File: src/rtl/uwbff_pkg.sv
// Package for the receive frame filter: frame layout constants, status
// codes, configuration register indexes and the result item type.
// No dependencies.
package uwbff_pkg;

  // Frame control bytes of a short-address data frame
  localparam logic [7:0] FC_BYTE0 = 8'h41;
  localparam logic [7:0] FC_BYTE1 = 8'h88;

  // Header and checksum sizes in bytes
  localparam logic [7:0] HEADER_LEN    = 8'd9;
  localparam logic [7:0] CHECKSUM_LEN  = 8'd2;
  localparam logic [7:0] MIN_FRAME_LEN = HEADER_LEN + CHECKSUM_LEN;

  // Byte positions inside the header
  localparam logic [7:0] POS_FC0     = 8'd0;
  localparam logic [7:0] POS_FC1     = 8'd1;
  localparam logic [7:0] POS_PAN_LO  = 8'd3;
  localparam logic [7:0] POS_PAN_HI  = 8'd4;
  localparam logic [7:0] POS_DST_LO  = 8'd5;
  localparam logic [7:0] POS_DST_HI  = 8'd6;
  localparam logic [7:0] POS_SRC_LO  = 8'd7;
  localparam logic [7:0] POS_SRC_HI  = 8'd8;

  // Broadcast-style destination accepted besides the own address
  localparam logic [15:0] DEST_ZERO = 16'h0000;

  // Frame status codes
  typedef enum logic [1:0] {
    ST_OK         = 2'd0,
    ST_ADDR_ERR   = 2'd1,
    ST_MEM_ERR    = 2'd2,
    ST_TIMEOUT    = 2'd3
  } status_e;

  // Configuration register indexes
  typedef enum logic [1:0] {
    CFG_PAN_ID      = 2'd0,
    CFG_SHORT_ADDR  = 2'd1,
    CFG_MAX_PAYLOAD = 2'd2
  } cfg_reg_e;

  // One result item
  typedef struct packed {
    logic        payload_valid;
    logic [7:0]  payload_byte;
    logic        frame_done;
    status_e     status;
    logic [15:0] sender_address;
    logic [7:0]  payload_length;
  } result_t;

endpackage

File: src/rtl/uwb_rx_frame_filter.sv
// Receive frame filter top level: header checks, payload holdback and
// end-of-frame status, with an output register and skid stage.
// Depends on uwbff_pkg.
// Throughput: one byte per cycle while the skid stage is empty; the per-byte check
// is a single compare and counter update, and the two-entry output stage keeps input
// open while one result waits.
// Reset: asynchronous, active low; clears frame state and loads register defaults
// (PAN ID 0xABCD, short address 0x0001, payload limit 116).
module uwb_rx_frame_filter
  import uwbff_pkg::*;
#(
  parameter int MAX_FRAME_LEN = 127
) (
  input  logic        clk_i,
  input  logic        rst_ni,
  // configuration write channel
  input  logic        cfg_valid_i,
  output logic        cfg_ready_o,
  input  logic [1:0]  cfg_index_i,
  input  logic [15:0] cfg_data_i,
  // input byte channel
  input  logic        in_valid_i,
  output logic        in_ready_o,
  input  logic [7:0]  rx_byte_i,
  input  logic        last_byte_i,
  input  logic        rx_error_i,
  // result channel
  output logic        out_valid_o,
  input  logic        out_ready_i,
  output logic        payload_valid_o,
  output logic [7:0]  payload_byte_o,
  output logic        frame_done_o,
  output logic [1:0]  status_o,
  output logic [15:0] sender_address_o,
  output logic [7:0]  payload_length_o
);

  localparam logic [8:0] MaxLen = 9'(MAX_FRAME_LEN);

  // configuration registers
  logic [15:0] pan_id_q;
  logic [15:0] short_addr_q;
  logic [7:0]  max_payload_q;

  // frame state
  logic [7:0]  byte_index_q, byte_index_d;
  logic        addr_fault_q, addr_fault_d;
  logic        dest_own_q, dest_own_d;
  logic        dest_zero_q, dest_zero_d;
  logic [15:0] sender_q, sender_d;
  logic [7:0]  hold0_q, hold1_q;

  // output stage
  logic        out_vld_q, skid_vld_q;
  result_t     out_q, skid_q;

  logic        in_acc;
  logic        pop;
  logic        push;
  logic        addr_ok;
  logic        pv;
  logic [7:0]  pay_pos;
  logic [7:0]  plen;
  result_t     res;

  assign cfg_ready_o = 1'b1;
  assign in_ready_o  = ~skid_vld_q;
  assign in_acc      = in_valid_i & in_ready_o;
  assign pop         = out_vld_q & out_ready_i;

  // write configuration registers
  always_ff @(posedge clk_i or negedge rst_ni) begin
    if (!rst_ni) begin
      pan_id_q      <= 16'hABCD;
      short_addr_q  <= 16'h0001;
      max_payload_q <= 8'd116;
    end else if (cfg_valid_i) begin
      case (cfg_reg_e'(cfg_index_i))
        CFG_PAN_ID:      pan_id_q      <= cfg_data_i;
        CFG_SHORT_ADDR:  short_addr_q  <= cfg_data_i;
        CFG_MAX_PAYLOAD: max_payload_q <= cfg_data_i[7:0];
        default: ;
      endcase
    end
  end

  // check header bytes against frame control, own PAN ID and address, capture sender
  always_comb begin
    addr_fault_d = addr_fault_q;
    dest_own_d   = dest_own_q;
    dest_zero_d  = dest_zero_q;
    sender_d     = sender_q;
    case (byte_index_q)
      POS_FC0:    if (rx_byte_i != FC_BYTE0) addr_fault_d = 1'b1;
      POS_FC1:    if (rx_byte_i != FC_BYTE1) addr_fault_d = 1'b1;
      POS_PAN_LO: if (rx_byte_i != pan_id_q[7:0]) addr_fault_d = 1'b1;
      POS_PAN_HI: if (rx_byte_i != pan_id_q[15:8]) addr_fault_d = 1'b1;
      POS_DST_LO: begin
        if (rx_byte_i != short_addr_q[7:0]) dest_own_d = 1'b0;
        if (rx_byte_i != DEST_ZERO[7:0]) dest_zero_d = 1'b0;
      end
      POS_DST_HI: begin
        if (rx_byte_i != short_addr_q[15:8]) dest_own_d = 1'b0;
        if (rx_byte_i != DEST_ZERO[15:8]) dest_zero_d = 1'b0;
      end
      POS_SRC_LO: sender_d = {sender_q[15:8], rx_byte_i};
      POS_SRC_HI: sender_d = {rx_byte_i, sender_q[7:0]};
      default: ;
    endcase
  end

  // release gating and end-of-frame status
  always_comb begin
    addr_ok = ~addr_fault_d & (dest_own_d | dest_zero_d);
    pay_pos = byte_index_q - MIN_FRAME_LEN;
    plen    = byte_index_q - (MIN_FRAME_LEN - 8'd1);
    pv = (byte_index_q >= MIN_FRAME_LEN) && ({1'b0, byte_index_q} < MaxLen) &&
         addr_ok && (pay_pos < max_payload_q);

    res                = '0;
    res.status         = ST_OK;
    res.payload_valid  = pv;
    res.payload_byte   = pv ? hold0_q : 8'd0;
    res.frame_done     = last_byte_i;
    if (last_byte_i) begin
      if (({1'b0, byte_index_q} >= MaxLen) || (byte_index_q < MIN_FRAME_LEN - 8'd1)) begin
        res.status = ST_MEM_ERR;
      end else if (!addr_ok) begin
        res.status = ST_ADDR_ERR;
      end else if (plen > max_payload_q) begin
        res.status = ST_MEM_ERR;
      end else begin
        res.status         = ST_OK;
        res.payload_length = plen;
        res.sender_address = sender_d;
      end
    end
    if (rx_error_i) begin
      res            = '0;
      res.frame_done = 1'b1;
      res.status     = ST_TIMEOUT;
    end
    push = in_acc & (rx_error_i | last_byte_i | pv);
  end

  // advance byte position, saturating
  assign byte_index_d = (byte_index_q == 8'hFF) ? byte_index_q : byte_index_q + 8'd1;

  // update frame state; restore defaults at every end of frame
  always_ff @(posedge clk_i or negedge rst_ni) begin
    if (!rst_ni) begin
      byte_index_q <= '0;
      addr_fault_q <= 1'b0;
      dest_own_q   <= 1'b1;
      dest_zero_q  <= 1'b1;
      sender_q     <= '0;
    end else if (in_acc) begin
      if (rx_error_i || last_byte_i) begin
        byte_index_q <= '0;
        addr_fault_q <= 1'b0;
        dest_own_q   <= 1'b1;
        dest_zero_q  <= 1'b1;
        sender_q     <= '0;
      end else begin
        byte_index_q <= byte_index_d;
        addr_fault_q <= addr_fault_d;
        dest_own_q   <= dest_own_d;
        dest_zero_q  <= dest_zero_d;
        sender_q     <= sender_d;
      end
    end
  end

  // shift the two-byte holdback line
  always_ff @(posedge clk_i) begin
    if (in_acc && !rx_error_i) begin
      hold0_q <= hold1_q;
      hold1_q <= rx_byte_i;
    end
  end

  // output register and skid stage control
  always_ff @(posedge clk_i or negedge rst_ni) begin
    if (!rst_ni) begin
      out_vld_q  <= 1'b0;
      skid_vld_q <= 1'b0;
    end else if (!out_vld_q || pop) begin
      if (skid_vld_q) begin
        out_vld_q  <= 1'b1;
        skid_vld_q <= push;
      end else begin
        out_vld_q  <= push;
      end
    end else if (push) begin
      skid_vld_q <= 1'b1;
    end
  end

  // output register and skid stage data
  always_ff @(posedge clk_i) begin
    if (!out_vld_q || pop) begin
      if (skid_vld_q) begin
        out_q  <= skid_q;
        skid_q <= res;
      end else begin
        out_q  <= res;
      end
    end else if (push) begin
      skid_q <= res;
    end
  end

  assign out_valid_o      = out_vld_q;
  assign payload_valid_o  = out_q.payload_valid;
  assign payload_byte_o   = out_q.payload_byte;
  assign frame_done_o     = out_q.frame_done;
  assign status_o         = out_q.status;
  assign sender_address_o = out_q.sender_address;
  assign payload_length_o = out_q.payload_length;

  // skid stage only fills behind a full output register
  a_skid_behind_out: assert property (@(posedge clk_i) disable iff (!rst_ni)
    skid_vld_q |-> out_vld_q)
    else $error("skid stage holds an item while output register is empty");

  // a failed frame reports no length and no sender
  a_fail_no_len: assert property (@(posedge clk_i) disable iff (!rst_ni)
    (out_valid_o && frame_done_o && status_o != ST_OK) |->
    (payload_length_o == 8'd0 && sender_address_o == 16'd0))
    else $error("failed frame carries length or sender");

  // a receiver error restarts the frame at position zero
  a_err_restart: assert property (@(posedge clk_i) disable iff (!rst_ni)
    (in_acc && rx_error_i) |=> (byte_index_q == 8'd0 && !addr_fault_q))
    else $error("frame state not restored after receiver error");

  // a timeout result never releases a payload byte
  a_timeout_no_payload: assert property (@(posedge clk_i) disable iff (!rst_ni)
    (out_valid_o && status_o == ST_TIMEOUT) |-> !payload_valid_o)
    else $error("timeout result carries a payload byte");

endmodule
File: config.mk
export PLATFORM = sky130hd
export DESIGN_NAME = uwb_rx_frame_filter
export DESIGN_NICKNAME = d
export VERILOG_FILES = /design/src/rtl/uwbff_pkg.sv /design/src/rtl/uwb_rx_frame_filter.sv
export SDC_FILE = /design/constraint.sdc
export NUM_CORES = 1
export LEC_CHECK = 0
export BUFFER_PORTS_ARGS = -buffer_cell sky130_fd_sc_hd__buf_2
export CAP_MARGIN = 30
export CORE_MARGIN = 2
export CORE_UTILIZATION = 58
export DETAILED_ROUTE_END_ITERATION = 7
export PLACE_DENSITY_LB_ADDON = 0.15
export SETUP_SLACK_MARGIN = 0.1
export SYNTH_ARGS = -nofsm -noshare
export SYNTH_HDL_FRONTEND = slang
export SYNTH_SLANG_ARGS = --single-unit
File: constraint.sdc
create_clock -name clk_i -period 6.25 [get_ports clk_i]
set_input_delay 0.625 -clock clk_i [delete_from_list [all_inputs] [get_ports clk_i]]
set_output_delay 0.625 -clock clk_i [all_outputs]
set_load 0.1 [all_outputs]
## Word level (Yosys, flattened, before mapping)

Cells that the tools add are included.

- Input port bits: 33
- Output and inout bits: 39
- Register bits after elaboration: 157
- Word-level logic and storage cells: 113

- Reduce and logical (&&, ||, !) cells: 19
- Multiplexer cells: 34
- Order comparisons: 6
- $add $sub $neg: 3
- Equal/unequal tests: 18
- Bitwise gates (word level): 9

Operators by type and width:

| kind | number |
|---|---|
| 36-bit 2-to-1 mux | 5 |
| 24-bit 2-to-1 mux | 3 |
| 8-bit by 3-bit == test with 1-bit output (second input constant) | 4 |
| 8-bit inequality test | 4 |
| 16-bit case mux with 2 select lines | 1 |
| 26-bit 2-to-1 mux | 1 |
| 8-bit 2-to-1 mux | 3 |
| 16-bit 2-to-1 mux | 1 |
| 8-bit by 4-bit subtractor with 8-bit output (second input constant) | 2 |
| 1-bit 2-to-1 mux | 15 |
| 2-bit AND reduction | 5 |
| 8-bit by 1-bit adder with 8-bit output (second input constant) | 1 |
| 8-bit by 1-bit == test with 1-bit output (second input constant) | 1 |
| 8-bit by 2-bit == test with 1-bit output (second input constant) | 1 |
| 8-bit by 4-bit == test with 1-bit output (second input constant) | 1 |
| 8-bit == test (second input constant) | 1 |
| 8-bit by 4-bit >= comparator with 1-bit output (second input constant) | 1 |
| 8-bit by 7-bit >= comparator with 1-bit output (second input constant) | 1 |
| 8-bit > comparator | 1 |
| 8-bit zero test | 1 |
| 8-bit by 4-bit < comparator with 1-bit output (second input constant) | 1 |
| 8-bit by 7-bit < comparator with 1-bit output (second input constant) | 1 |
| 8-bit < comparator | 1 |
| 8-bit by 7-bit inequality test with 1-bit output (second input constant) | 1 |
| 18 further kinds | 32 |

## Depth between registers and ports, before layout

Gate-level depths: netlist of the first run.

- Word-level depth: 11
- Depth in mapped cells: 17
- Mapped depth without buffers: 14

## Worst setup path after synthesis of the first run

OpenSTA, ideal clock, no wires.

- Kind: register to register
- Start point: reg byte_index_q[1]
- End point: reg skid_q[0] in the netlist's numbering, enable pin
- Library setup time: 479 ps
- Arrival: 4949 ps
- Cell stages (with the launch flop): 13
- Path buffers: 1
- Setup slack: 822 ps
- Clock period less this slack: 5428 ps
- Data required time: 5771 ps
- Cell sequence: dfrtp_1 > ha_1 > clkbuf_1 > o21ai_0 > nand2_1 > xnor2_1 > ha_1 > nor2b_1 > o21ai_0 > nand3_1 > nor3_1 > o21ai_0 > o21ai_0

- Cells in the longest elaborated chain, start to end: 11
- Elaborated cells on any way between the ends: 24
- Those cells by class: add/sub: 1; order compare: 3; eq/ne: 5; mux: 3; bitwise: 5; reduce/logical: 7

Ends and longest elaborated chain:

| element | RTL line | text |
|---|---|---|
| start, declared | uwb_rx_frame_filter.sv:46 | `logic [7:0] byte_index_q, byte_index_d;` |
| start signal, assigned | uwb_rx_frame_filter.sv:165 | `byte_index_q <= byte_index_d;` |
| branches (longest 6 deep; another with 8-bit by 4-bit subtractor with 8-bit output) | - |  |
| 1-bit logical AND * | uwb_rx_frame_filter.sv:118 | `addr_ok && (pay_pos < max_payload_q);` |
| 1-bit bitwise OR * | uwb_rx_frame_filter.sv:143 | `push = in_acc & (rx_error_i \| last_byte_i \| pv);` |
| 1-bit bitwise AND * | uwb_rx_frame_filter.sv:143 |  |
| 2-bit nonzero test (no source line) * | - |  |
| 2-bit AND reduction (no source line) * | - |  |
| end signal, assigned | uwb_rx_frame_filter.sv:204 | `skid_q <= res;` |
| end signal, assigned | uwb_rx_frame_filter.sv:209 | `skid_q <= res;` |
| end, declared | uwb_rx_frame_filter.sv:55 | `result_t out_q, skid_q;` |

Mark *: on every way between the ends.
A chain may end at the register's enable or synchronous reset.

## Final worst setup path of the first run

- Start point: reg byte_index_q[2]
- End point: reg skid_q[35] in the netlist's numbering, enable pin

The elaborated chain is that of the path after synthesis.

==> metrics.txt, run 1 <==
RSZ-0062 raised after global routing=no; Core Footprint=12600 um^2; minimum clock period=around 4.0 ns; Worst setup SP type=flop; Power, Total=2.84 mW; vias in the first global route=between 4000 and 5000; Min-Delay Path Class=in2async; Post-Layout Cell Count=approximately 860; row count=slightly above 40; top post-synthesis cells by area=edfxtp_1 (35%), dfrtp_1 (17%), mux2_2 (7.3%); # DRC=0; CTS H-tree lvls=4; Sw Share=between 20 and 30%; wire per inst=between 15 and 20 um; Detailed Routing Iterations Pass 1=5; Mapped Nets=~670; clock-pin slew on the worst setup and hold paths=0.06 ns; ant diodes=0; Root Buffer Master=clkbuf_16; Top-Level Pins=~70; placed insts=about 830; Die Footprint=13900 um^2; TNS Setup=0 ns; endpoints failing setup=0; Seq cells post-synth=roughly 160; Synth top cells by count=edfxtp_1 (88), dfrtp_1 (52), mux2_2 (49); Logic pwr share=between 10% and 20%; YS warnings=0; CTS resizes=0; Initial Util=between 50% and 60%; Leak Pwr=~3.6 nW; Yosys cell types=53; cell breakdown of the critical path=inv_1 -> ha_1 -> a21oi_1 -> o21bai_1 -> xnor2_1 -> ha_1 -> a21oi_1 -> nor2b_1 -> o21ai_0 -> nand3_1 -> nor3_1 -> o21ai_0 -> o21ai_2 -> buf_4; CTS Buffer Depth=2; layout cells sized above 1=26.6%; syn avg cell area=around 12 um^2; worst-margin pin slew=0.963 ns; global-route wire length before repair=26.7 mm; Routed Antenna Nets=0; worst stage delay on the critical path=0.61 ns; Synth Cell Area=7510 um^2; Post CTS Setup Buffer Count=0; arrival time worst endpoint=slightly above 4 ns; Clk pwr share=roughly two fifths; Remaining Overflow, GRT=0; Hold Buf Count CTS=0; Total GRT Usage=around 25%; crit end category=flop; Sink Count=157; Flop pwr share=approximately 45%; P per Cell Area=roughly 330 nW/um^2; CTS tree=done; clock latency on the worst-skew pair=around 0.43 ns; final cycle utilization of the critical path=64.4%; area delta synth->final=15.0%; max-cap viol count=0; vias per cell=between 5 and 6; number of buffers and inverters on the critical path=2; Critical Path RT=~6.3 ns; Final GP Congestion=0.954; initial antenna violation count=0; Relative slew margins=roughly 36%; Max VDD drop=between 0.15 and 0.2 mV; Filler cells=slightly below 1000; Crit path max-delay family=compound AO/OA/AOI/OAI gates; number of buffers created by CTS=17; Async SR Flop Fraction=43.9%; top-area cell type share of the netlist area=a little over a third; Die X=around 120 um; fmax=about 0.25 GHz; final wirelength=16.5 mm; Layout Nets=730; 1st-iter DRT viols=between 300 and 400; largest net degree at the start of global routing=70; Max FO, Critical Path=26; PortBufs=70; crit path kind=reg2reg; Synth Flop Type=edfxtp_1; fin util=68.5%; Chip Height=118 um; CP max-delay cell=dfrtp_1; sequential cell area fraction in the yosys report=between 50% and 60%; routed via count=5044; switching power=about 0.8 mW; top-count cell post-synth=edfxtp_1; Final Max Slew Viols=0; number of flops mapped to enable cells by yosys=about 90; HPWL Detailed=roughly 12 mm; dominant cell type by area after synthesis=edfxtp_1; Synth Instances=slightly above 600; status=finished, final reports clean; Final Hold Vio Count=0; internal power=a little over 2 mW; Final Skew=~0.0063 ns
==> per-stage QoR <==
stage / hold WS, ns / worst slack [ns] / area (um^2)
6_report: 0.404 / 2.22 / 8640
5_1_grt: 0.424 / 1.69 / 8640
4_1_cts: 0.418 / 2.22 / 8640
3_5_place_dp: 0.405 / 2.24 / 8010
3_3_place_gp: 0.401 / 2.35 / 8000
2_1_floorplan: 0.329 / 0.822 / 7510
==> placed cells by master, fill, tap and decap left out, types with 17 or more instances in the layout <==
| cell type | n |
|---|---|
| edfxtp_1 | 88 |
| buf_2 | 70 |
| ha_1 | 23 |
| dfrtp_1 | 52 |
| xnor2_1 | 25 |
| nand3_1 | 25 |
| mux2_2 | 49 |
| o31ai_1 | 25 |
| nor2_1 | 39 |
| dfstp_2 | 17 |
| nand2_1 | 43 |
| inv_1 | 21 |
| clkbuf_16 | 17 |
==> cell type report <==
class / instances / area, um^2 / area share, %
inverters: 22 / 82.6 / 0.956
repair buffers: 78 / 414 / 4.79
well taps: 172 / 215 / 2.49
flip-flops and latches: 157 / 4390 / 50.8
clock buffers: 23 / 468 / 5.42
clock inverters: 9 / 159 / 1.84
multi-input cells: 398 / 2910 / 33.7
==> path summary, 6_finish.rpt <==
check | slack, ns | depth (start not counted) | end | from
max | 2.22 | 14 | skid_q[35]$_DFFE_PP_ | byte_index_q[2]$_DFFE_PN0P_
min | 0.40 | 2 | pan_id_q[10]$_DFFE_PN0P_ | rst_ni
max reg2reg | 2.22 | 14 | skid_q[35]$_DFFE_PP_ | byte_index_q[2]$_DFFE_PN0P_
min reg2reg | 0.42 | 0 | hold0_q[7]$_DFFE_PP_ | hold1_q[7]$_DFFE_PP_
max in group asynchronous | 5.29 | 2 | sender_q[6]$_DFFE_PN0P_ | rst_ni
min in group clk_i | 0.42 | 0 | hold0_q[7]$_DFFE_PP_ | hold1_q[7]$_DFFE_PP_
==> routing by layer <==
layer | wire length, um | part of all wire, % | vias to the layer above | track usage [%]
li1 | - | - | 2357 | -
met1 | 7210 | 44 | 2489 | 33.1
met2 | 8130 | 49 | 167 | 40.6
met3 | 790 | 4.8 | 31 | 5.04
met4 | 403 | 2.4 | 0 | 10.1
met5 | 0 | 0 | - | 0
==> power by group through the flow <==
stage	logic (mW)	registers (mW)	clock network (mW)
2_1_floorplan	0.197	1.44	0
3_3_place_gp	0.467	1.28	0
3_5_place_dp	0.479	1.28	0
4_1_cts	0.481	1.26	1.11
5_1_grt	0.512	1.27	1.15
6_report	0.479	1.26	1.09
==> kinds of logic (layout without fill, tap and decap cells) <==
family / count (synthesis) / in the layout / share of synthesized area [%]
flip-flops: 157 / 157 / 58.5
XOR/XNOR: 33 / 33 / 3.85
AND/OR/NAND/NOR: 183 / 183 / 12.7
multiplexers: 65 / 65 / 9.48
buffers and inverters: 54 / 132 / 2.93
other: 1 / 1 / 0.0499
AO/OA/AOI/OAI: 93 / 93 / 8.73
adder cells (fa/ha/maj): 23 / 23 / 3.83
==> sequential cells by signal (all words and copies together) (netlist names), 8 cells and up <==
name,cells
payload_length_o,8
hold1_q,8
sender_address_o,16
skid_q,36
payload_byte_o,8
byte_index_q,8
hold0_q,8
pan_id_q,16
max_payload_q,8
short_addr_q,16
sender_q,16
Power figures use the tool's default switching activity.
==> run 2, diff against run 1 <==
==> constraint.sdc (replaced) <==
create_clock -name clk_i -period 3.9 [get_ports clk_i]
set_input_delay 0.39 -clock clk_i [delete_from_list [all_inputs] [get_ports clk_i]]
set_output_delay 0.39 -clock clk_i [all_outputs]
set_load 0.1 [all_outputs]
==> run 2 against run 1 <==
Against the previous run: utilization is 0.57 points higher; routed wire length fell by 2.3%; critical path depth down 3; non-clock buffer count rose by 13; via count increased by 1.2%; fmax grew 15%; cell count up 1.5%; flip-flop and latch count stayed put; sequential share of layout area shrank 0.42 points.
==> metrics.txt, run 2 (synthesis results as in run 1) <==
Final Hold Slack=about 0.028 ns; area delta synth->final=16.0%; final cycle utilization of the critical path=between 80% and 90%; CTS tree=done; vias per cell=between 5 and 6; most common cell after layout, fill and taps aside=edfxtp_1; Root Buffer Master=clkbuf_16; initial antenna violation count=0; cell breakdown of the critical path=inv_1 -> ha_1 -> nor3b_1 -> buf_4 -> nand3_1 -> and3_1 -> nor4b_1 -> nand4_1 -> a211o_1 -> buf_12 -> o31ai_1; layout cells sized above 1=approximately 28%; crit end category=flop; routed via count=between 5000 and 6000; Layout Nets=~740; Post CTS Setup Buffer Count=0; max reg flops=36; P per Cell Area=around 500 nW/um^2; Final GP Congestion=0.909; fmax=0.285 GHz; Leak Pwr=around 3.6 nW; Top-Level Pins=72; Total GRT Usage=approximately a quarter; Critical Path RT=just over 4 ns; Clk pwr share=a little over a third; Die Footprint=around 14000 um^2; met2 GRT Util=about two fifths; max-cap viol count=0; row count=around 40; RSZ-0062 raised after global routing=no; Relative slew margins=a little over two fifths; PortBufs=70; HPWL Detailed=around 11 mm; CTS H-tree lvls=4; Max FO, Critical Path=42; Remaining Overflow, GRT=0; Final Hold Vio Count=0; 1st-iter DRT viols=~440; number of buffers and inverters on the critical path=3; GRT Max-Usage Layer=met2; # DRC=0; Hold Buf Count CTS=0; Worst setup SP type=flop; ant diodes=0; wire per inst=18.5 um; TNS Setup=0 ns; Routed Antenna Nets=0; switching power=approximately 1.3 mW; Logic pwr share=17.7%; Detailed Routing Iterations Pass 1=5; worst-margin pin slew=0.849 ns; worst r2r path cells=11; minimum clock period=3.50 ns; final wirelength=16.2 mm; CTS Buffer Depth=2; Die X=around 120 um; global-route wire length before repair=26.7 mm; Min-Delay Path Class=in2async; arrival time worst endpoint=~3.7 ns; Chip Height=~120 um; number of buffers created by CTS=17; vias in the first global route=5172; largest net degree at the start of global routing=53; Initial Util=59.5%; Sink Count=~160; endpoints failing setup=0; crit path kind=reg2reg; Final Skew=roughly 0.0078 ns; Sw Share=~29%; register name with the most flops=skid_q; met3 usage=about 4.6%; Max VDD drop=0.299 mV; logic depth of the worst setup path including buffers=11; worst stage delay on the critical path=about 0.48 ns; clock latency on the worst-skew pair=0.42 ns; Crit path max-delay family=simple AND/OR/NAND/NOR gates; status=finished, final reports clean; met1 Use GR=between 30% and 40%; most frequent cells in the layout=edfxtp_1 (88), buf_2 (70), dfrtp_1 (52); Core Footprint=about 13000 um^2; Flop pwr share=46.1%; CP max-delay cell=dfrtp_1; clock-pin slew on the worst setup and hold paths=roughly 0.060 ns; internal power=between 3 and 4 mW; Final Max Slew Viols=0
## run 2: changes by cell type in the layout (fill, tap and decap cells not counted)
| cell | delta |
|---|---|
| buf_4 | +12 |
| bufinv_16 | -3 |
| clkinv_2 | +3 |
| buf_12 | +2 |
| buf_6 | -1 |
| clkbuf_1 | -1 |
| clkbuf_16 | +1 |
| clkinv_4 | -1 |
| clkinvlp_4 | +1 |
| o21ai_0 | -1 |
| o21ai_1 | +1 |
| o21ai_2 | -1 |
| o21ai_4 | +1 |
## run 2: final timing paths
path	from	endpoint	slack, ns
min in group clk_i	cfg_data_i[15]	pan_id_q[15]$_DFFE_PN1P_	0.21
hold / removal	rst_ni	short_addr_q[11]$_DFFE_PN0P_	0.03
hold reg to reg	hold1_q[7]$_DFFE_PP_	hold0_q[7]$_DFFE_PP_	0.42
max in group asynchronous	rst_ni	dest_zero_q$_DFFE_PN1P_	2.91
setup reg to reg	byte_index_q[1]$_DFFE_PN0P_	sender_address_o[1]$_DFFE_PP_	0.40
setup / recovery	byte_index_q[1]$_DFFE_PN0P_	sender_address_o[1]$_DFFE_PP_	0.40
## run 2: timing repair
action	4_1_cts	5_1_grt
endpoints found under the hold margin	0	0
resized for setup	0	1
setup endpoints to repair	0	16
## run 2: metrics by stage
stage	setup slack [ns]	std cells	util, %	instance area, um^2	total power [mW]
floorplan	0.394	609	-	7520	2.63
global placement	0.476	838	64.3	8110	2.80
detailed placement	0.387	839	64.3	8120	2.82
CTS	0.379	871	68.9	8690	4.40
global route	0.155	872	69.0	8710	4.54
finish	0.397	872	69.0	8710	4.38
## run 2: routing by layer
metal | wire length [um] | share of wire, %
met1 | 7060 | 44
met2 | 7900 | 49
met3 | 845 | 5.2
met4 | 352 | 2.2
met5 | 0 | 0
## run 2: cell type report
class,instances,area [um^2]
Fill cell,927,3910
Multi-Input combinational cell,398,2920
Clock inverter,9,82.6
Sequential cell,157,4390
Timing Repair Buffer,91,533
Clock buffer,23,489
Tap cell,172,215
Inverter,22,82.6
## run 2: worst register-to-register path: stages, from the launching register on
cell and delay, ns:
dfrtp_1 0.48, inv_1 0.19, ha_1 0.28, nor3b_1 0.29
buf_4 0.19, nand3_1 0.10, and3_1 0.23, nor4b_1 0.32
nand4_1 0.27, a211o_1 0.45, buf_12 0.23, o31ai_1 0.30
## run 2: power groups by stage
stage / registers (mW) / clock network, mW / logic, mW
3_3_place_gp: 2.05 / 0 / 0.752
2_1_floorplan: 2.31 / 0 / 0.318
3_5_place_dp: 2.05 / 0 / 0.769
6_report: 2.02 / 1.59 / 0.775
4_1_cts: 2.02 / 1.61 / 0.772
5_1_grt: 2.04 / 1.67 / 0.832
